`src/tpef_pkg.sv`:
```
// Shared types, constants and saturating Q16.16 arithmetic for the two-phase flux pipeline.
package tpef_pkg;

  localparam int DIV_STEPS  = 32;
  localparam int DIV_LAT    = DIV_STEPS + 2;
  localparam int SQRT_STEPS = 24;
  localparam int SQRT_LAT   = SQRT_STEPS + 1;

  localparam logic signed [31:0] FX_ONE  = 32'sd65536;
  localparam logic signed [31:0] FX_HALF = 32'sd32768;
  localparam logic signed [31:0] S32_MAX = 32'sh7FFF_FFFF;
  localparam logic signed [31:0] S32_MIN = 32'sh8000_0000;

  typedef enum logic [1:0] {
    REG_HEAT_RATIO     = 2'd0,
    REG_STIFFNESS      = 2'd1,
    REG_DENSITY_FLOOR  = 2'd2,
    REG_PRESSURE_FLOOR = 2'd3
  } cfg_reg_e;

  typedef enum logic [1:0] {
    ST_OK           = 2'd0,
    ST_LOW_DENSITY  = 2'd1,
    ST_LOW_PRESSURE = 2'd2
  } status_e;

  // Magnitude of a signed word; the most negative value gives 2^31.
  function automatic logic [31:0] mag32(input logic signed [31:0] a);
    mag32 = a[31] ? (~a + 32'd1) : a;
  endfunction

  // Applies a sign to a magnitude and saturates to the signed 32-bit range.
  function automatic logic signed [31:0] sat_signed(input logic [47:0] r, input logic neg);
    logic signed [31:0] res;
    if (neg) begin
      if (r > 48'h0000_8000_0000) res = S32_MIN;
      else res = -$signed(r[31:0]);
    end else begin
      if (r > 48'h0000_7FFF_FFFF) res = S32_MAX;
      else res = $signed(r[31:0]);
    end
    sat_signed = res;
  endfunction

  function automatic logic signed [31:0] fadd(input logic signed [31:0] a,
                                              input logic signed [31:0] b);
    logic signed [32:0] s;
    s = 33'(a) + 33'(b);
    if (s > 33'sh0_7FFF_FFFF) fadd = S32_MAX;
    else if (s < -33'sh0_8000_0000) fadd = S32_MIN;
    else fadd = s[31:0];
  endfunction

  function automatic logic signed [31:0] fsub(input logic signed [31:0] a,
                                              input logic signed [31:0] b);
    logic signed [32:0] s;
    s = 33'(a) - 33'(b);
    if (s > 33'sh0_7FFF_FFFF) fsub = S32_MAX;
    else if (s < -33'sh0_8000_0000) fsub = S32_MIN;
    else fsub = s[31:0];
  endfunction

  function automatic logic signed [31:0] fabsx(input logic signed [31:0] a);
    if (a == S32_MIN) fabsx = S32_MAX;
    else if (a[31]) fabsx = -a;
    else fabsx = a;
  endfunction

  // Product rounded to nearest, ties away from zero.
  function automatic logic signed [31:0] fmul(input logic signed [31:0] a,
                                              input logic signed [31:0] b);
    logic [63:0] pr;
    pr = {32'd0, mag32(a)} * {32'd0, mag32(b)};
    pr = pr + 64'd32768;
    fmul = sat_signed(pr[63:16], a[31] ^ b[31]);
  endfunction

endpackage

```
`src/tpef_sqrt.sv`:
```
// Pipelined truncating square root of a Q16.16 value, two radicand bits per stage.
module tpef_sqrt (
  input  logic               clk_i,
  input  logic               en_i,
  input  logic signed [31:0] arg_i,
  output logic [23:0]        root_o
);

  localparam int Steps = tpef_pkg::SQRT_STEPS;

  logic [47:0] rad_q  [0:Steps];
  logic [25:0] rem_q  [0:Steps];
  logic [23:0] root_q [0:Steps];

  always_ff @(posedge clk_i) begin
    if (en_i) begin
      rad_q[0]  <= (arg_i > 32'sd0) ? {1'b0, arg_i[30:0], 16'd0} : '0;
      rem_q[0]  <= '0;
      root_q[0] <= '0;
    end
  end

  for (genvar k = 0; k < Steps; k++) begin : g_step
    logic [27:0] remsh;
    logic [25:0] trial;
    logic        ge;
    always_comb begin
      remsh = {rem_q[k], rad_q[k][47 - 2*k -: 2]};
      trial = {root_q[k], 2'b01};
      ge    = remsh >= {2'b00, trial};
    end
    always_ff @(posedge clk_i) begin
      if (en_i) begin
        rad_q[k+1]  <= rad_q[k];
        rem_q[k+1]  <= ge ? 26'(remsh - {2'b00, trial}) : remsh[25:0];
        root_q[k+1] <= {root_q[k][22:0], ge};
      end
    end
  end

  assign root_o = root_q[Steps];

endmodule

```
`config.mk`:
```
export PLATFORM = sky130hd
export DESIGN_NAME = tpef_sqrt
export DESIGN_NICKNAME = d
export VERILOG_FILES = /design/src/tpef_pkg.sv /design/src/tpef_sqrt.sv
export SDC_FILE = /design/constraint.sdc
export NUM_CORES = 2
export LEC_CHECK = 0
export ABC_AREA = 1
export BUFFER_PORTS_ARGS = -buffer_cell sky130_fd_sc_hd__clkbuf_2
export CAP_MARGIN = 20
export CORE_MARGIN = 4
export CORE_UTILIZATION = 40
export CTS_BUF_LIST = sky130_fd_sc_hd__clkbuf_8 sky130_fd_sc_hd__clkbuf_16
export CTS_CLUSTER_DIAMETER = 80
export CTS_CLUSTER_SIZE = 28
export DETAILED_ROUTE_END_ITERATION = 12
export GPL_TIMING_DRIVEN = 0
export PLACE_DENSITY_LB_ADDON = 0.1
export SETUP_SLACK_MARGIN = 0.2
export SYNTH_ARGS = -nofsm -noshare
export SYNTH_HDL_FRONTEND = slang
export SYNTH_SLANG_ARGS = --single-unit
```
`constraint.sdc`:
```
create_clock -name clk_i -period 2.85 [get_ports clk_i]
set_input_delay 0.57 -clock clk_i [delete_from_list [all_inputs] [get_ports clk_i]]
set_output_delay 0.57 -clock clk_i [all_outputs]
set_load 0.02 [all_outputs]
```
Word level (Yosys, flattened, before mapping)
Memories as Yosys holds them, arrays and structs flattened.
Index checks and enable logic that the tools add are counted.

word-level totals
  memories = 3
  register bits after elaboration = 0
  memory bits (writable) = 2,450
  output and inout port bits = 24
  word-level logic and storage cells = 79
  input bits = 34

memory list
  name    depth  bits a word  rd ports  clocked after Yosys merged registers in  wr ports  line             source
  rad_q   25     48           24        0                                        25        tpef_sqrt.sv:11  logic [47:0] rad_q [0:Steps];
  rem_q   25     26           24        0                                        25        tpef_sqrt.sv:12  logic [25:0] rem_q [0:Steps];
  root_q  25     24           25        0                                        25        tpef_sqrt.sv:13  logic [23:0] root_q [0:Steps];

operators by class
  add/sub/neg operators = 24
  magnitude comparators = 25
  mux-type cells = 27

operators with widths
  operator             number
  $ge 28x26->1         24
  $mux 26              24
  $sub 26x26->26       24
  $mux 47              1
  $gt 32x1->1 const B  1
  $mux 1               2

Depth between registers and ports, before layout
An unclocked memory read counts as a cell.

  word-level depth = 3
  mapped depth = 14
  mapped depth without buffers = 14

Worst setup path before layout
OpenSTA, ideal clock, no wires.

  kind = reg2reg
  start = mem rem_q[21][0] (netlist: rem_q[2][130])
  end = mem rem_q[22][12] (netlist: rem_q[2][168]) (data pin)
  arrival time = 1.849 ns
  period minus slack after synthesis = 2.107 ns
  library setup time = 0.258 ns
  data required time = 2.592 ns
  slack = 0.743 ns
  buffers on the path = 1
  cell stages (with the launch flop) = 10
  path through = edfxtp_1 ha_1 fa_1 nand3_1 nand3_1 nand2_1 inv_1 nor2_1 buf_2 o21ai_1

RTL lines
  item         line
  from (decl)  tpef_sqrt.sv:12

==> out/metrics.cfg <==
[run_status]
outcome = finished clean

[clocking]
clk_latency_ns = 0.74
holdBufCountCts = 0
htree_levels = 3
clockBufferDepth = 3
numClockSinks = 1122
clk_transition_reported_paths_ns = 0.10
cts_tree = yes
numCtsBuffers = 81
cts_root_buffer = clkbuf_16

[routing]
ant_nets = 0
via_count = 52754
first_pass_iters = 5
wl_um = 186200
routed_via_density = 4.818
wl_per_cell_um = 17.00
drc_errors = 0
drt_iter0_drc = 3609

[synthesis]
synthesis.instances = 8498
yosys.area.top_type_share_pct = 49.32
ys_top_cells_by_area = edfxtp_1 49%, nand2_1 16%, inv_1 8.9%, ha_1 5.7%, nor2_1 4.3%
yosysSeqAreaShare_pct = 49.32
synth.avg_cell_area_um2 = 8.039
post-synth-top-area-cell = edfxtp_1
ys_warn_count = 0
netlist_area_mm2 = 0.06831
ys_seq_elements = 1122
synth_cell_type_count = 51
synth_nets = 8848

[cells_and_area]
post-route-util_pct = 44.25
finalNonFillerCells = 10950
final_nets = 9013
layout_commonest_cell = nand2_1
final_cell_mix = 2939 x nand2_1, 1621 x inv_1, 1122 x edfxtp_1
drive_above_1_share_pct = 6.014
syn_to_final_growth_pct = 9.894
design_area_mm2 = 0.07507

[critical_path]
arrival_ns = 3.12
criticalPathCategory = register to register
critPathLaunchType = register
critPathRequiredTime_ns = 3.35
cp-end-kind = register
path_max_fanout = 10

[grt]
grt-ovfl-total = 0
antenna_found_initial = 1
grt_pass1_vias = 50660
grt_pass1_wl_um = 286800
track_usage_pct = 20.54
grt_max_degree = 120

[placed_design]
port_buffers = 57
hpwl_um = 150300
post_dp_cell_area_mm2 = 0.07169
place_inst = 10785
gp_congestion = 0.8935

[floorplanning]
die_y_um = 421.3
die-area_mm2 = 0.1775
core_area_mm2 = 0.1697
die_w_um = 421.3
pin_count = 58
rows = 151
start_util_pct = 40.26

[sta]
max_slew_margin_pct = 51.10
hold_violations = 0
grt_setup_unrepaired = yes
max_slew.worst_pin.slew_ns = 0.7335
fin_crit_ns = 2.622
fmax_ghz = 0.3813
drv_slew = 0
finalSetupViolations = 0
min_period_over_period_pct = 92.01
clock_skew_ns = 0.04724
setup-tns-final_ns = 0

[power]
power.density_mw_per_mm2 = 603.9
finalPower_uw = 45340
max-vdd-ir-drop_mv = 0.4564
p_leak_uw = 0.03498

[hold_path]
hold_path_class = input pin to register

[job]
drv_cap = 0

## per-layer routing
layer / part of all wire (%) / global-route usage, %
met3: 3.1 / 2.029
met4: 2.8 / 5.428
met5: 0 / 0
met1: 44 / 26.63
met2: 50 / 36.68
## per-stage QoR
step           worst slack (ns)  hold slack [ns]
6_report                 0.2277           0.1552
3_3_place_gp             -18.78           0.4006
2_1_floorplan            0.7425           0.4003
5_1_grt                  0.1703          0.09127
4_1_cts                  0.2089          0.07646
3_5_place_dp            -0.2414           0.4045
## cell usage after synthesis, drive strengths merged
master / n
xnor2: 106
nor3: 47
clkinv: 1
a31o: 1
or2: 22
o21bai: 7
a21o: 2
o211ai: 5
fa: 7
buf: 62
nand2: 2973
a21boi: 7
clkbuf: 3
o2111ai: 2
nor2: 814
nor3b: 4
nand3b: 67
nand4: 123
and2: 20
edfxtp: 1122
a21oi: 280
nand3: 535
conb: 1
o21a: 1
inv: 1648
and3: 4
ha: 309
o21ai: 215
nor4: 11
xor2: 99
## cells by family after synthesis
logic type / after synthesis / share of synthesized area, %
XOR/XNOR: 205 / 2.628
buffers and inverters: 1714 / 9.856
AO/OA/AOI/OAI: 520 / 4.363
other: 1 / 0.005489
flip-flops: 1122 / 49.32
AND/OR/NAND/NOR: 4620 / 27.96
adder cells (fa/ha/maj): 316 / 5.865
## sequential cells by signal (all words and copies together) (netlist names)
| register | cells |
|---|---|
| rad_q | 278 |
| rem_q | 551 |
| root_q | 293 |
## what timing repair did
action,4_1_cts,5_1_grt
setup buffers,2,11
endpoints found under the setup margin,39,137
gates resized for setup,22,34
hold endpoints to repair,0,0
## path summary, 6_finish.rpt
path,slack (ns),cells past startpoint,endpoint,startpoint
max reg2reg,0.23,12,rem_q[2][167],root_q[1][122]
min reg2reg,0.41,0,rad_q[0][319],rad_q[0][271]
max,0.23,12,rem_q[2][167],root_q[1][122]
min,0.16,3,rad_q[0][18],arg_i[2]
## power by group
group          switching (uW)  internal [uW]
Sequential               1320          20300
Clock                    7040           6020
Combinational            7170           3480
Total                   15500          29800
## critical path, cell delays in order, from the launching register on
cell	delay (ns)
edfxtp_1	0.63
inv_1	0.10
ha_1	0.38
nand2_1	0.11
nor2_1	0.05
nand3_1	0.09
nand3_2	0.16
nand2_1	0.13
inv_1	0.06
nor2_2	0.22
buf_4	0.23
nand2_1	0.07
o21ai_0	0.17
## layout make-up
cell class                      count  area, um^2
Antenna cell                        3       7.507
Buffer                             65       564.3
Clock buffer                       82        2052
Clock inverter                     67        1060
Fill cell                       17025       94590
Inverter                         1649        6205
Multi-Input combinational cell   5662       28030
Sequential cell                  1122       33690
Tap cell                         2218        2775
Timing Repair Buffer               82       681.9
No activity file was read; power rests on OpenSTA's default activity.
